===== config.mk =====
export PLATFORM = sky130hd
export DESIGN_NAME = integer_to_radix_digits_top
export DESIGN_NICKNAME = d
export VERILOG_FILES = /design/src/hdl/itrd_pkg.sv /design/src/hdl/itrd_ram.sv /design/src/hdl/itrd_fifo.sv /design/src/hdl/itrd_front.sv /design/src/hdl/itrd_back.sv /design/src/hdl/integer_to_radix_digits_top.sv
export SDC_FILE = /design/constraint.sdc
export NUM_CORES = 1
export LEC_CHECK = 0
export BUFFER_PORTS_ARGS = -buffer_cell sky130_fd_sc_hd__buf_2
export CORE_MARGIN = 2
export CORE_UTILIZATION = 55
export DETAILED_ROUTE_END_ITERATION = 12
export PLACE_DENSITY = 0.73
export RECOVER_POWER = 50
export SYNTH_ARGS = -nofsm -noshare
export SYNTH_HDL_FRONTEND = slang
export SYNTH_SLANG_ARGS = --single-unit

===== constraint.sdc =====
create_clock -name clk -period 7.84 [get_ports clk]
set_input_delay 1.96 -clock clk [delete_from_list [all_inputs] [get_ports clk]]
set_output_delay 1.96 -clock clk [all_outputs]
set_load 0.02 [all_outputs]

===== src/hdl/itrd_pkg.sv =====
package itrd_pkg;

  // fixed field widths
  localparam int VALUE_W   = 64;
  localparam int DIGIT_W   = 4;
  localparam int SYM_W     = 8;
  localparam int SIGN_W    = 2;
  localparam int RADIX_W   = 5;
  localparam int SMODE_W   = 2;
  localparam int CFG_IDX_W = 2;
  localparam int BIT_CNT_W = $clog2(VALUE_W);

  // op codes
  localparam logic OP_SIGNED   = 1'b0;
  localparam logic OP_UNSIGNED = 1'b1;

  // sign codes on the first result
  localparam logic [SIGN_W-1:0] SIGN_NONE  = 2'd0;
  localparam logic [SIGN_W-1:0] SIGN_MINUS = 2'd1;
  localparam logic [SIGN_W-1:0] SIGN_PLUS  = 2'd2;
  localparam logic [SIGN_W-1:0] SIGN_SPACE = 2'd3;

  // sign mode register codes
  localparam logic [SMODE_W-1:0] SMODE_NONE  = 2'd0;
  localparam logic [SMODE_W-1:0] SMODE_SPACE = 2'd1;

  // configuration register indexes
  localparam logic [CFG_IDX_W-1:0] CFG_RADIX      = 2'd0;
  localparam logic [CFG_IDX_W-1:0] CFG_ALPHA_LOW  = 2'd1;
  localparam logic [CFG_IDX_W-1:0] CFG_ALPHA_HIGH = 2'd2;
  localparam logic [CFG_IDX_W-1:0] CFG_SIGN_MODE  = 2'd3;

  // configuration reset values
  localparam logic [RADIX_W-1:0] RADIX_RST      = 5'd10;
  localparam logic [VALUE_W-1:0] ALPHA_LOW_RST  = 64'h3736353433323130;
  localparam logic [VALUE_W-1:0] ALPHA_HIGH_RST = 64'h4645444342413938;
  localparam logic [SMODE_W-1:0] SMODE_RST      = SMODE_NONE;

  // configuration as seen by the front and back parts
  typedef struct packed {
    logic [RADIX_W-1:0] radix;
    logic [VALUE_W-1:0] alpha_low;
    logic [VALUE_W-1:0] alpha_high;
    logic [SMODE_W-1:0] sign_mode;
  } itrd_cfg_t;

  // one classified number waiting for conversion
  typedef struct packed {
    logic [VALUE_W-1:0] mag;
    logic [SIGN_W-1:0]  sign;
  } itrd_job_t;

  // alphabet lookup of one digit
  function automatic logic [SYM_W-1:0] symbol_of(input logic [VALUE_W-1:0] lo,
                                                 input logic [VALUE_W-1:0] hi,
                                                 input logic [DIGIT_W-1:0] d);
    logic [VALUE_W-1:0] word;
    word = d[DIGIT_W-1] ? hi : lo;
    return word[{d[DIGIT_W-2:0], 3'b000} +: SYM_W];
  endfunction

endpackage


===== src/hdl/itrd_ram.sv =====
module itrd_ram #(
  parameter int WIDTH = 4,
  parameter int DEPTH = 64
) (
  input  logic                     clk,
  input  logic                     wr_en,
  input  logic [$clog2(DEPTH)-1:0] wr_addr,
  input  logic [WIDTH-1:0]         wr_data,
  input  logic [$clog2(DEPTH)-1:0] rd_addr,
  output logic [WIDTH-1:0]         rd_data
);

  logic [WIDTH-1:0] mem [DEPTH];

  // one write port, one registered read port
  always_ff @(posedge clk) begin
    if (wr_en) begin
      mem[wr_addr] <= wr_data;
    end
    rd_data <= mem[rd_addr];
  end

endmodule


===== src/hdl/itrd_fifo.sv =====
module itrd_fifo #(
  parameter int DEPTH = 2
) (
  input  logic               clk,
  input  logic               rst,
  input  logic               push,
  input  itrd_pkg::itrd_job_t push_job,
  output logic               full,
  input  logic               pop,
  output itrd_pkg::itrd_job_t pop_job,
  output logic               empty
);

  localparam int PTR_W = $clog2(DEPTH);
  localparam int CNT_W = $clog2(DEPTH + 1);

  itrd_pkg::itrd_job_t slots [DEPTH];
  logic [PTR_W-1:0] wr_ptr;
  logic [PTR_W-1:0] rd_ptr;
  logic [CNT_W-1:0] count;

  assign full    = (count == CNT_W'(DEPTH));
  assign empty   = (count == '0);
  assign pop_job = slots[rd_ptr];

  // slot storage
  always_ff @(posedge clk) begin
    if (push && !full) begin
      slots[wr_ptr] <= push_job;
    end
  end

  // pointers and fill count
  always_ff @(posedge clk) begin
    if (rst) begin
      wr_ptr <= '0;
      rd_ptr <= '0;
      count  <= '0;
    end else begin
      if (push && !full) begin
        wr_ptr <= (wr_ptr == PTR_W'(DEPTH - 1)) ? '0 : wr_ptr + 1'b1;
      end
      if (pop && !empty) begin
        rd_ptr <= (rd_ptr == PTR_W'(DEPTH - 1)) ? '0 : rd_ptr + 1'b1;
      end
      case ({push && !full, pop && !empty})
        2'b10:   count <= count + 1'b1;
        2'b01:   count <= count - 1'b1;
        default: count <= count;
      endcase
    end
  end

endmodule


===== src/hdl/itrd_front.sv =====
module itrd_front (
  input  logic                                  s_tvalid,
  output logic                                  s_tready,
  input  logic [itrd_pkg::VALUE_W-1:0]          s_tdata,
  input  logic                                  s_tuser,
  input  logic [itrd_pkg::SMODE_W-1:0]          sign_mode,
  input  logic                                  q_full,
  output logic                                  push,
  output itrd_pkg::itrd_job_t                   push_job
);

  logic negative;

  assign s_tready = !q_full;
  assign push     = s_tvalid && !q_full;
  assign negative = (s_tuser == itrd_pkg::OP_SIGNED) && s_tdata[itrd_pkg::VALUE_W-1];

  // sign decision and magnitude
  always_comb begin
    if (negative) begin
      push_job.mag  = ~s_tdata + 1'b1;
      push_job.sign = itrd_pkg::SIGN_MINUS;
    end else begin
      push_job.mag = s_tdata;
      if (s_tuser == itrd_pkg::OP_UNSIGNED) begin
        push_job.sign = itrd_pkg::SIGN_NONE;
      end else if (sign_mode[1]) begin
        push_job.sign = itrd_pkg::SIGN_PLUS;
      end else if (sign_mode == itrd_pkg::SMODE_SPACE) begin
        push_job.sign = itrd_pkg::SIGN_SPACE;
      end else begin
        push_job.sign = itrd_pkg::SIGN_NONE;
      end
    end
  end

endmodule


===== src/hdl/itrd_back.sv =====
module itrd_back #(
  parameter int MAX_RADIX  = 16,
  parameter int MAX_DIGITS = 64
) (
  input  logic                            clk,
  input  logic                            rst,
  input  itrd_pkg::itrd_cfg_t             cfg,
  input  logic                            q_empty,
  input  itrd_pkg::itrd_job_t             q_job,
  output logic                            pop,
  output logic                            m_tvalid,
  input  logic                            m_tready,
  output logic [itrd_pkg::SYM_W-1:0]      m_tdata,
  output logic [itrd_pkg::SIGN_W-1:0]     m_tuser,
  output logic                            m_tlast
);

  localparam int IDX_W = $clog2(MAX_DIGITS);
  localparam int CNT_W = $clog2(MAX_DIGITS + 1);
  localparam int VW    = itrd_pkg::VALUE_W;
  localparam int DW    = itrd_pkg::DIGIT_W;
  localparam int RW    = itrd_pkg::RADIX_W;

  typedef enum logic [1:0] {
    ST_IDLE,
    ST_DIV,
    ST_RD,
    ST_LOAD
  } state_t;

  state_t                       state;
  logic [VW-1:0]                quot;
  logic [DW-1:0]                rem;
  logic [itrd_pkg::BIT_CNT_W-1:0] bit_cnt;
  logic [CNT_W-1:0]             count;
  logic [IDX_W-1:0]             rd_addr;
  logic [itrd_pkg::SIGN_W-1:0]  sign;
  logic                         first;

  logic [RW-1:0]   radix_eff;
  logic [DW:0]     trial;
  logic            take;
  logic [DW:0]     diff;
  logic [DW-1:0]   rem_next;
  logic [VW-1:0]   quot_next;
  logic            bit_last;
  logic            digit_done;
  logic            div_end;
  logic            out_free;
  logic [DW-1:0]   rd_digit;

  // radix clamped into the supported range
  always_comb begin
    radix_eff = cfg.radix;
    if (radix_eff < RW'(2)) begin
      radix_eff = RW'(2);
    end
    if (radix_eff > RW'(MAX_RADIX)) begin
      radix_eff = RW'(MAX_RADIX);
    end
  end

  // one restoring division step per cycle
  assign trial     = {rem, quot[VW-1]};
  assign take      = (trial >= radix_eff);
  assign diff      = trial - radix_eff;
  assign rem_next  = take ? diff[DW-1:0] : trial[DW-1:0];
  assign quot_next = {quot[VW-2:0], take};
  assign bit_last  = (bit_cnt == itrd_pkg::BIT_CNT_W'(VW - 1));

  // digit finished, and whether the division pass ends with it
  assign digit_done = (state == ST_DIV) && bit_last;
  assign div_end    = (quot_next == '0) || (count + 1'b1 == CNT_W'(MAX_DIGITS));

  assign pop      = (state == ST_IDLE) && !q_empty;
  assign out_free = !m_tvalid || m_tready;

  // digit store, least significant digit at address 0
  itrd_ram #(
    .WIDTH (DW),
    .DEPTH (MAX_DIGITS)
  ) u_digits (
    .clk     (clk),
    .wr_en   (digit_done),
    .wr_addr (count[IDX_W-1:0]),
    .wr_data (rem_next),
    .rd_addr (rd_addr),
    .rd_data (rd_digit)
  );

  // sequencer: division pass, then emission pass most significant first
  always_ff @(posedge clk) begin
    if (rst) begin
      state    <= ST_IDLE;
      quot     <= '0;
      rem      <= '0;
      bit_cnt  <= '0;
      count    <= '0;
      rd_addr  <= '0;
      sign     <= itrd_pkg::SIGN_NONE;
      first    <= 1'b0;
      m_tvalid <= 1'b0;
      m_tdata  <= '0;
      m_tuser  <= itrd_pkg::SIGN_NONE;
      m_tlast  <= 1'b0;
    end else begin
      // output taken and no new symbol loaded this cycle
      if (m_tvalid && m_tready && (state != ST_LOAD)) begin
        m_tvalid <= 1'b0;
      end
      case (state)
        ST_IDLE: begin
          if (!q_empty) begin
            quot    <= q_job.mag;
            sign    <= q_job.sign;
            rem     <= '0;
            bit_cnt <= '0;
            count   <= '0;
            first   <= 1'b1;
            state   <= ST_DIV;
          end
        end
        ST_DIV: begin
          quot    <= quot_next;
          bit_cnt <= bit_cnt + 1'b1;
          if (bit_last) begin
            rem   <= '0;
            count <= count + 1'b1;
            if (div_end) begin
              rd_addr <= count[IDX_W-1:0];
              state   <= ST_RD;
            end
          end else begin
            rem <= rem_next;
          end
        end
        ST_RD: begin
          state <= ST_LOAD;
        end
        ST_LOAD: begin
          if (out_free) begin
            m_tvalid <= 1'b1;
            m_tdata  <= itrd_pkg::symbol_of(cfg.alpha_low, cfg.alpha_high, rd_digit);
            m_tuser  <= first ? sign : itrd_pkg::SIGN_NONE;
            m_tlast  <= (rd_addr == '0);
            first    <= 1'b0;
            if (rd_addr == '0) begin
              state <= ST_IDLE;
            end else begin
              rd_addr <= rd_addr - 1'b1;
              state   <= ST_RD;
            end
          end
        end
        default: begin
          state <= ST_IDLE;
        end
      endcase
    end
  end

endmodule


===== src/hdl/integer_to_radix_digits_top.sv =====
// channel | direction | handshake          | payload
// s       | in        | s_tvalid/s_tready  | s_tdata = value, s_tuser = op
// m       | out       | m_tvalid/m_tready  | m_tdata = symbol, m_tuser = sign_code,
//         |           |                    | m_tlast = last
// cfg     | in        | cfg_valid/cfg_ready| cfg_index = register, cfg_data = value
//
// each digit is formed bit by bit on the shared bit-serial divider, and each symbol
// then passes through the registered digit store read (ST_RD, then ST_LOAD); an item
// has up to 64 digits, and the next item starts only once its last symbol is loaded.
// a two-entry queue lets the input side accept items while the divider works.
// rst is synchronous; no clearing pass is needed. either side may stall freely.
module integer_to_radix_digits_top #(
  parameter int MAX_RADIX  = 16,
  parameter int MAX_DIGITS = 64
) (
  input  logic                              clk,
  input  logic                              rst,
  input  logic                              s_tvalid,
  output logic                              s_tready,
  input  logic [itrd_pkg::VALUE_W-1:0]      s_tdata,   // [63:0] value
  input  logic                              s_tuser,   // [0] op
  output logic                              m_tvalid,
  input  logic                              m_tready,
  output logic [itrd_pkg::SYM_W-1:0]        m_tdata,   // [7:0] symbol
  output logic [itrd_pkg::SIGN_W-1:0]       m_tuser,   // [1:0] sign_code
  output logic                              m_tlast,
  input  logic                              cfg_valid,
  output logic                              cfg_ready,
  input  logic [itrd_pkg::CFG_IDX_W-1:0]    cfg_index,
  input  logic [itrd_pkg::VALUE_W-1:0]      cfg_data
);

  itrd_pkg::itrd_cfg_t cfg;
  itrd_pkg::itrd_job_t push_job;
  itrd_pkg::itrd_job_t pop_job;
  logic                push;
  logic                pop;
  logic                q_full;
  logic                q_empty;

  assign cfg_ready = 1'b1;

  // configuration registers
  always_ff @(posedge clk) begin
    if (rst) begin
      cfg.radix      <= itrd_pkg::RADIX_RST;
      cfg.alpha_low  <= itrd_pkg::ALPHA_LOW_RST;
      cfg.alpha_high <= itrd_pkg::ALPHA_HIGH_RST;
      cfg.sign_mode  <= itrd_pkg::SMODE_RST;
    end else if (cfg_valid) begin
      case (cfg_index)
        itrd_pkg::CFG_RADIX:      cfg.radix      <= cfg_data[itrd_pkg::RADIX_W-1:0];
        itrd_pkg::CFG_ALPHA_LOW:  cfg.alpha_low  <= cfg_data;
        itrd_pkg::CFG_ALPHA_HIGH: cfg.alpha_high <= cfg_data;
        itrd_pkg::CFG_SIGN_MODE:  cfg.sign_mode  <= cfg_data[itrd_pkg::SMODE_W-1:0];
        default: begin
        end
      endcase
    end
  end

  // classify incoming items
  itrd_front u_front (
    .s_tvalid  (s_tvalid),
    .s_tready  (s_tready),
    .s_tdata   (s_tdata),
    .s_tuser   (s_tuser),
    .sign_mode (cfg.sign_mode),
    .q_full    (q_full),
    .push      (push),
    .push_job  (push_job)
  );

  // queue between classification and conversion
  itrd_fifo #(
    .DEPTH (2)
  ) u_fifo (
    .clk      (clk),
    .rst      (rst),
    .push     (push),
    .push_job (push_job),
    .full     (q_full),
    .pop      (pop),
    .pop_job  (pop_job),
    .empty    (q_empty)
  );

  // division and emission
  itrd_back #(
    .MAX_RADIX  (MAX_RADIX),
    .MAX_DIGITS (MAX_DIGITS)
  ) u_back (
    .clk      (clk),
    .rst      (rst),
    .cfg      (cfg),
    .q_empty  (q_empty),
    .q_job    (pop_job),
    .pop      (pop),
    .m_tvalid (m_tvalid),
    .m_tready (m_tready),
    .m_tdata  (m_tdata),
    .m_tuser  (m_tuser),
    .m_tlast  (m_tlast)
  );

endmodule

* Yosys cells after proc, flatten, opt, wreduce, memory -nomap -nowiden *
Memories as Yosys holds them, arrays and structs flattened. A register that Yosys moved wholly into a read port is not among the register bits.
Cells that the tools add are included.

word-level totals
  register bits = 243
  bits in latches = 0
  memory bits (writable) = 388
  bits in read-only memories = 0
  input bits = 136
  memories kept = 2

memories
  memory               depth  width  read ports  clocked after memory_dff  wr ports  line             RTL
  u_back.u_digits.mem  64     4      1           1                         1         itrd_ram.sv:13   logic [WIDTH-1:0] mem [DEPTH];
  u_fifo.slots         2      66     1           1                         1         itrd_fifo.sv:17  itrd_pkg::itrd_job_t slots [DEPTH];

cells by class
  $add $sub $neg = 9
  multipliers = 0
  div/mod/pow operators = 0
  order comparisons = 3
  equal/unequal tests = 18
  shifts and indexed selects = 1
  mux-type cells = 45
  bitwise operators = 3
  reductions and logical operators = 33

operator list
  kind                     number
  $mux W64                 2
  $pmux W64 S2             1
  $mux W66                 1
  $add A64 B1 Y64 const B  1
  $logic_not A64 Y1        1
  $not A64 Y64             1
  $shiftx A64 B7 Y8        1
  $mux W6                  5
  $pmux W6 S2              2
  $mux W2                  9
  $mux W7                  2
  $pmux W7 S2              1
  $reduce_and A2 Y1        7
  $mux W1                  13
  $eq A2 B2 Y1 const B     6
  $mux W4                  3
  $mux W5                  2
  $eq A2 B1 Y1 const B     4
  $logic_and A1 B1 Y1      8
  $pmux W2 S4              1
  $pmux W4 S2              1
  $reduce_bool A2 Y1       4
  $add A7 B1 Y7 const B    1
  $eq A7 B7 Y1 const B     1
  22 further kinds         34

* Logic depth before layout (Yosys ltp) *
  depth after elaboration = 10
  gate-level depth with buffers = 10

* Hierarchy *
From an unflattened synthesis, not the netlist that was laid out.

second synthesis, totals
  cell total of the unflattened synthesis = 2158
  area, all modules = 28184.5 um^2

by module, submodules not included
  module                       times used  cells an instance  area each (um^2)  sequential area each (um^2)
  itrd_ram                     1           521                10407.5           7767.4
  itrd_back                    1           614                5647.9            2082.0
  integer_to_radix_digits_top  1           550                5586.6            2702.6
  itrd_fifo                    1           231                4966.0            4063.9
  itrd_front                   1           242                1576.5            0.0

* Worst setup path before layout *
Ideal clock, no wire load.

  path type = input-to-reg
  from = input port s_tvalid
  to = memory u_fifo.slots[0][0] (netlist bit) (enable)
  library setup time = 490 ps
  data arrival time = 4818 ps
  setup slack = 2532 ps
  stages = 2
  path buffers = 0
  path through = nand2_1 -> nor2_1

between the ends
  word-level cells in the longest chain between the ends = 4

RTL lines
  item                           line                               RTL
  from (decl)                    integer_to_radix_digits_top.sv:18  input logic s_tvalid,
  $logic_and A1 B1 Y1            itrd_front.sv:15                   assign push = s_tvalid && !q_full;
  $logic_and A1 B1 Y1            itrd_fifo.sv:28                    if (push && !full) begin
  $mux W1                        itrd_fifo.sv:28
  $mux W1 (not written as such)  itrd_fifo.sv:29                    slots[wr_ptr] <= push_job;
  to (decl)                      itrd_fifo.sv:17

Every way passes these cells.

* Final worst setup path *
  from = input port s_tvalid
  to = memory u_fifo.slots[0][55] (netlist bit) (enable)

The elaborated chain is that of the path after synthesis.

==> flow_metrics.tcl <==
set metrics [dict create \
    utilization 0.626 \
    vias 18100 \
    antenna_found_initial 3 \
    slew_headroom -1.48 \
    min_to "cfg[84]" \
    clkSinkCount 636 \
    max_cap_viol_count 7 \
    yosysWarnings 0 \
    ys.flop_type "edfxtp_1" \
    finalCritPeriodShare 0.632 \
    gp_congestion 0.849 \
    chipWidth_um 226 \
    grt_max_degree 130 \
    dr.pass1.iters 5 \
    cp_common_cell "clkbuf_1" \
    worstPathRequired_ps 7950 \
    finalHoldViolations 0 \
    multi_input_area_mm2 0.00998 \
    max_freq_mhz 202 \
    cts_tree "yes" \
    worstSetupPathType "input port to flop" \
    drc 0 \
    fp.coreArea_mm2 0.0488 \
    rsz0062_at_grt "no" \
    wl_per_cell_um 19.8 \
    track_usage 0.241 \
    finalSetupTns_ps 0 \
    wl_um 61000 \
    grt.overflow.total 0 \
    post-cts-setup-buffers 0 \
    path_cells "clkbuf_1, nand2_1, nor2_4, clkbuf_1" \
    hold_path_depth 2 \
    postSynth.asyncResetShare 0 \
    synthToLayoutAreaGrowth_pct 12.4 \
    ctsLongestPathBuffers 3 \
    leakage_nw 10.4 \
    syn_inst 2280 \
    regToRegSetupSlack_ps 3160 \
    synth_area_per_cell_um2 11.9 \
    arrival_ps 5060 \
    ys_ff_latch 636 \
    drt-initial-drc-count 1585 \
    drive_above_1_share 0.168 \
    htreeDepth 3 \
    synth_edf_count 388 \
    hold_path_class "flop to flop" \
    seq_area_frac_synth 0.611 \
    die_y_um 226 \
    p_per_area_mw_per_mm2 295 \
    clockRootBuffer "clkbuf_16" \
    status "finished, violations left" \
    crit_slowest_cell "clkbuf_1" \
    cts-hold-fix-buffers 0 \
    cts_buffers 67 \
    clkLatencyLatePin_ps 600 \
    grt_pass1_vias 17600 \
    fin_crit_ps 4960 \
    syn_nets 2433 \
    layout_common_cells "483 x nand2_1, 388 x edfxtp_1, 244 x dfxtp_1" \
    cts.repair.resized 0 \
    seqCellArea_mm2 0.0166 \
    io_buffers 148 \
    ff2ff_path_depth 7 \
    maxSlewViolCount 357 \
    min_from "cfg[84]" \
    start_kind "input port" \
    cpPeakStageDelay_ps 2610 \
    synth_area_mm2 0.0272 \
    final_nets 2516 \
    die_area_mm2 0.0513 \
    ant_nets 0 \
    crit_path_end_kind "flop" \
    worstMarginPinSlew_ps 3720 \
    clock_skew_ps 23.5 \
    cp_max_fo 66 \
    n_fill_cell 3790 \
    violations "max-capacitance violations, max-slew violations" \
    r2r-start "cfg[132]" \
    initial_utilization 0.557 \
    ir_worst_vdd_mv 0.186 \
    rows 81 \
    io_pins 150 \
    place.detailed.hpwl_um 38800 \
    grt_pass1_wl_um 95300 \
    clk_pin_slew_ps 60 \
    regToRegEndpoint "u_back.u_digits.mem[22][3]" \
    setup_viol 0 \
    via_per_inst 5.87 \
    yosysUniqueCellTypes 67 \
    final_common_cell "nand2_1" \
]
registers in the layout (all words and copies together), names as in the netlist, 4 cells and up, named ones only:
signal	count
u_back.count	7
u_back.quot	64
u_back.rem	4
u_back.u_digits.mem	256
u_back.m_tdata	8
u_back.rd_addr	6
cfg	135
u_back.u_digits.rd_data	4
u_fifo.slots	132
u_back.bit_cnt	6
per-stage QoR:
| stage | hold WS [ps] | std cells | cell area [µm²] | setup WS [ps] | power [mW] |
|---|---|---|---|---|---|
| global placement | 439 | 2958 | 28400 | 2860 | 5.92 |
| global route | 471 | 3083 | 30600 | 2480 | 9.45 |
| detailed placement | 447 | 2958 | 28400 | 2810 | 5.98 |
| floorplan | 433 | 2280 | 27200 | 2530 | 5.45 |
| CTS | 455 | 3080 | 30600 | 3440 | 9.09 |
| finish | 454 | 3085 | 30600 | 2880 | 9.04 |
cell type report:
| cell class | count | share of cell area |
|---|---|---|
| Antenna cell | 5 | 0.000409 |
| Clock buffer | 94 | 0.0619 |
| Clock inverter | 28 | 0.00953 |
| Inverter | 19 | 0.00233 |
| Multi-Input combinational cell | 1469 | 0.326 |
| Sequential cell | 636 | 0.544 |
| Tap cell | 664 | 0.0272 |
| Timing Repair Buffer | 170 | 0.0287 |
critical path: cells and delay by family:
kind	cells	cell delay [ps]
buffers and inverters	2	2780
and+or+nand+nor	2	280
how the worst max path moves through the flow:
stage                 from                  end  depth (start not counted)
3_3_place_gp   s_tdata[18]  u_fifo.slots[0][61]                          7
2_1_floorplan     s_tvalid   u_fifo.slots[0][0]                          2
3_5_place_dp   s_tdata[18]  u_fifo.slots[1][61]                          7
5_1_grt           s_tvalid  u_fifo.slots[0][14]                          4
6_report          s_tvalid  u_fifo.slots[0][55]                          4
4_1_cts        s_tdata[18]  u_fifo.slots[0][61]                          7
routing by layer:
metal / wire length (µm) / vias to the layer above / global-route usage
met2: 30100 / 630 / 0.393
met1: 25000 / 8885 / 0.321
met5: 0 / - / 0
li1: - / 8465 / -
met3: 3770 / 120 / 0.0438
met4: 2080 / 0 / 0.0953
power by group:
part / internal (mW) / total (mW) / switching, mW
Clock: 1.86 / 3.12 / 1.26
Combinational: 0.627 / 1.73 / 1.10
Sequential: 3.96 / 4.19 / 0.221
Yosys cell counts (3+ instances only):
master	n	share of area
o41ai_1	5	0.0016
a21oi_1	184	0.034
o31ai_1	6	0.0017
buf_2	3	0.00055
edfxtp_1	388	0.43
nor2b_1	12	0.0028
dfxtp_1	248	0.18
nand4_1	12	0.0028
inv_1	19	0.0026
buf_1	24	0.0033
o31ai_2	8	0.0037
or4_1	6	0.0017
a31oi_1	8	0.0018
a22oi_1	10	0.0028
ha_1	16	0.0074
o22ai_1	3	0.00069
o32ai_1	3	0.00097
nor3b_1	3	0.00083
or3b_2	3	0.00097
nand3_1	60	0.011
o221ai_1	3	0.00097
nand2b_1	9	0.0021
nand3b_1	6	0.0017
or3_1	8	0.0018
xnor2_1	41	0.013
nor2_1	122	0.017
mux4_2	112	0.093
xor2_1	29	0.0093
nand4b_1	4	0.0013
mux2i_1	92	0.034
o21ai_0	87	0.016
nor3_1	44	0.0081
nand2_1	483	0.067
and3_1	4	0.00092
or2_2	8	0.0018
o21ai_1	4	0.00074
nor4_1	26	0.0060
a211oi_1	10	0.0028
clkbuf_1	128	0.018
cells by family after synthesis:
family,Yosys count,share of synthesized area
and+or+nand+nor,826,0.133
DFF,636,0.611
AOI/OAI and AO/OA,349,0.0736
muxes,206,0.127
buffers and inverters,175,0.0244
xor gates and xnor gates,70,0.0225
adders and majority gates,17,0.00810
other,1,0.000138
(Power assumes the default switching activity.)
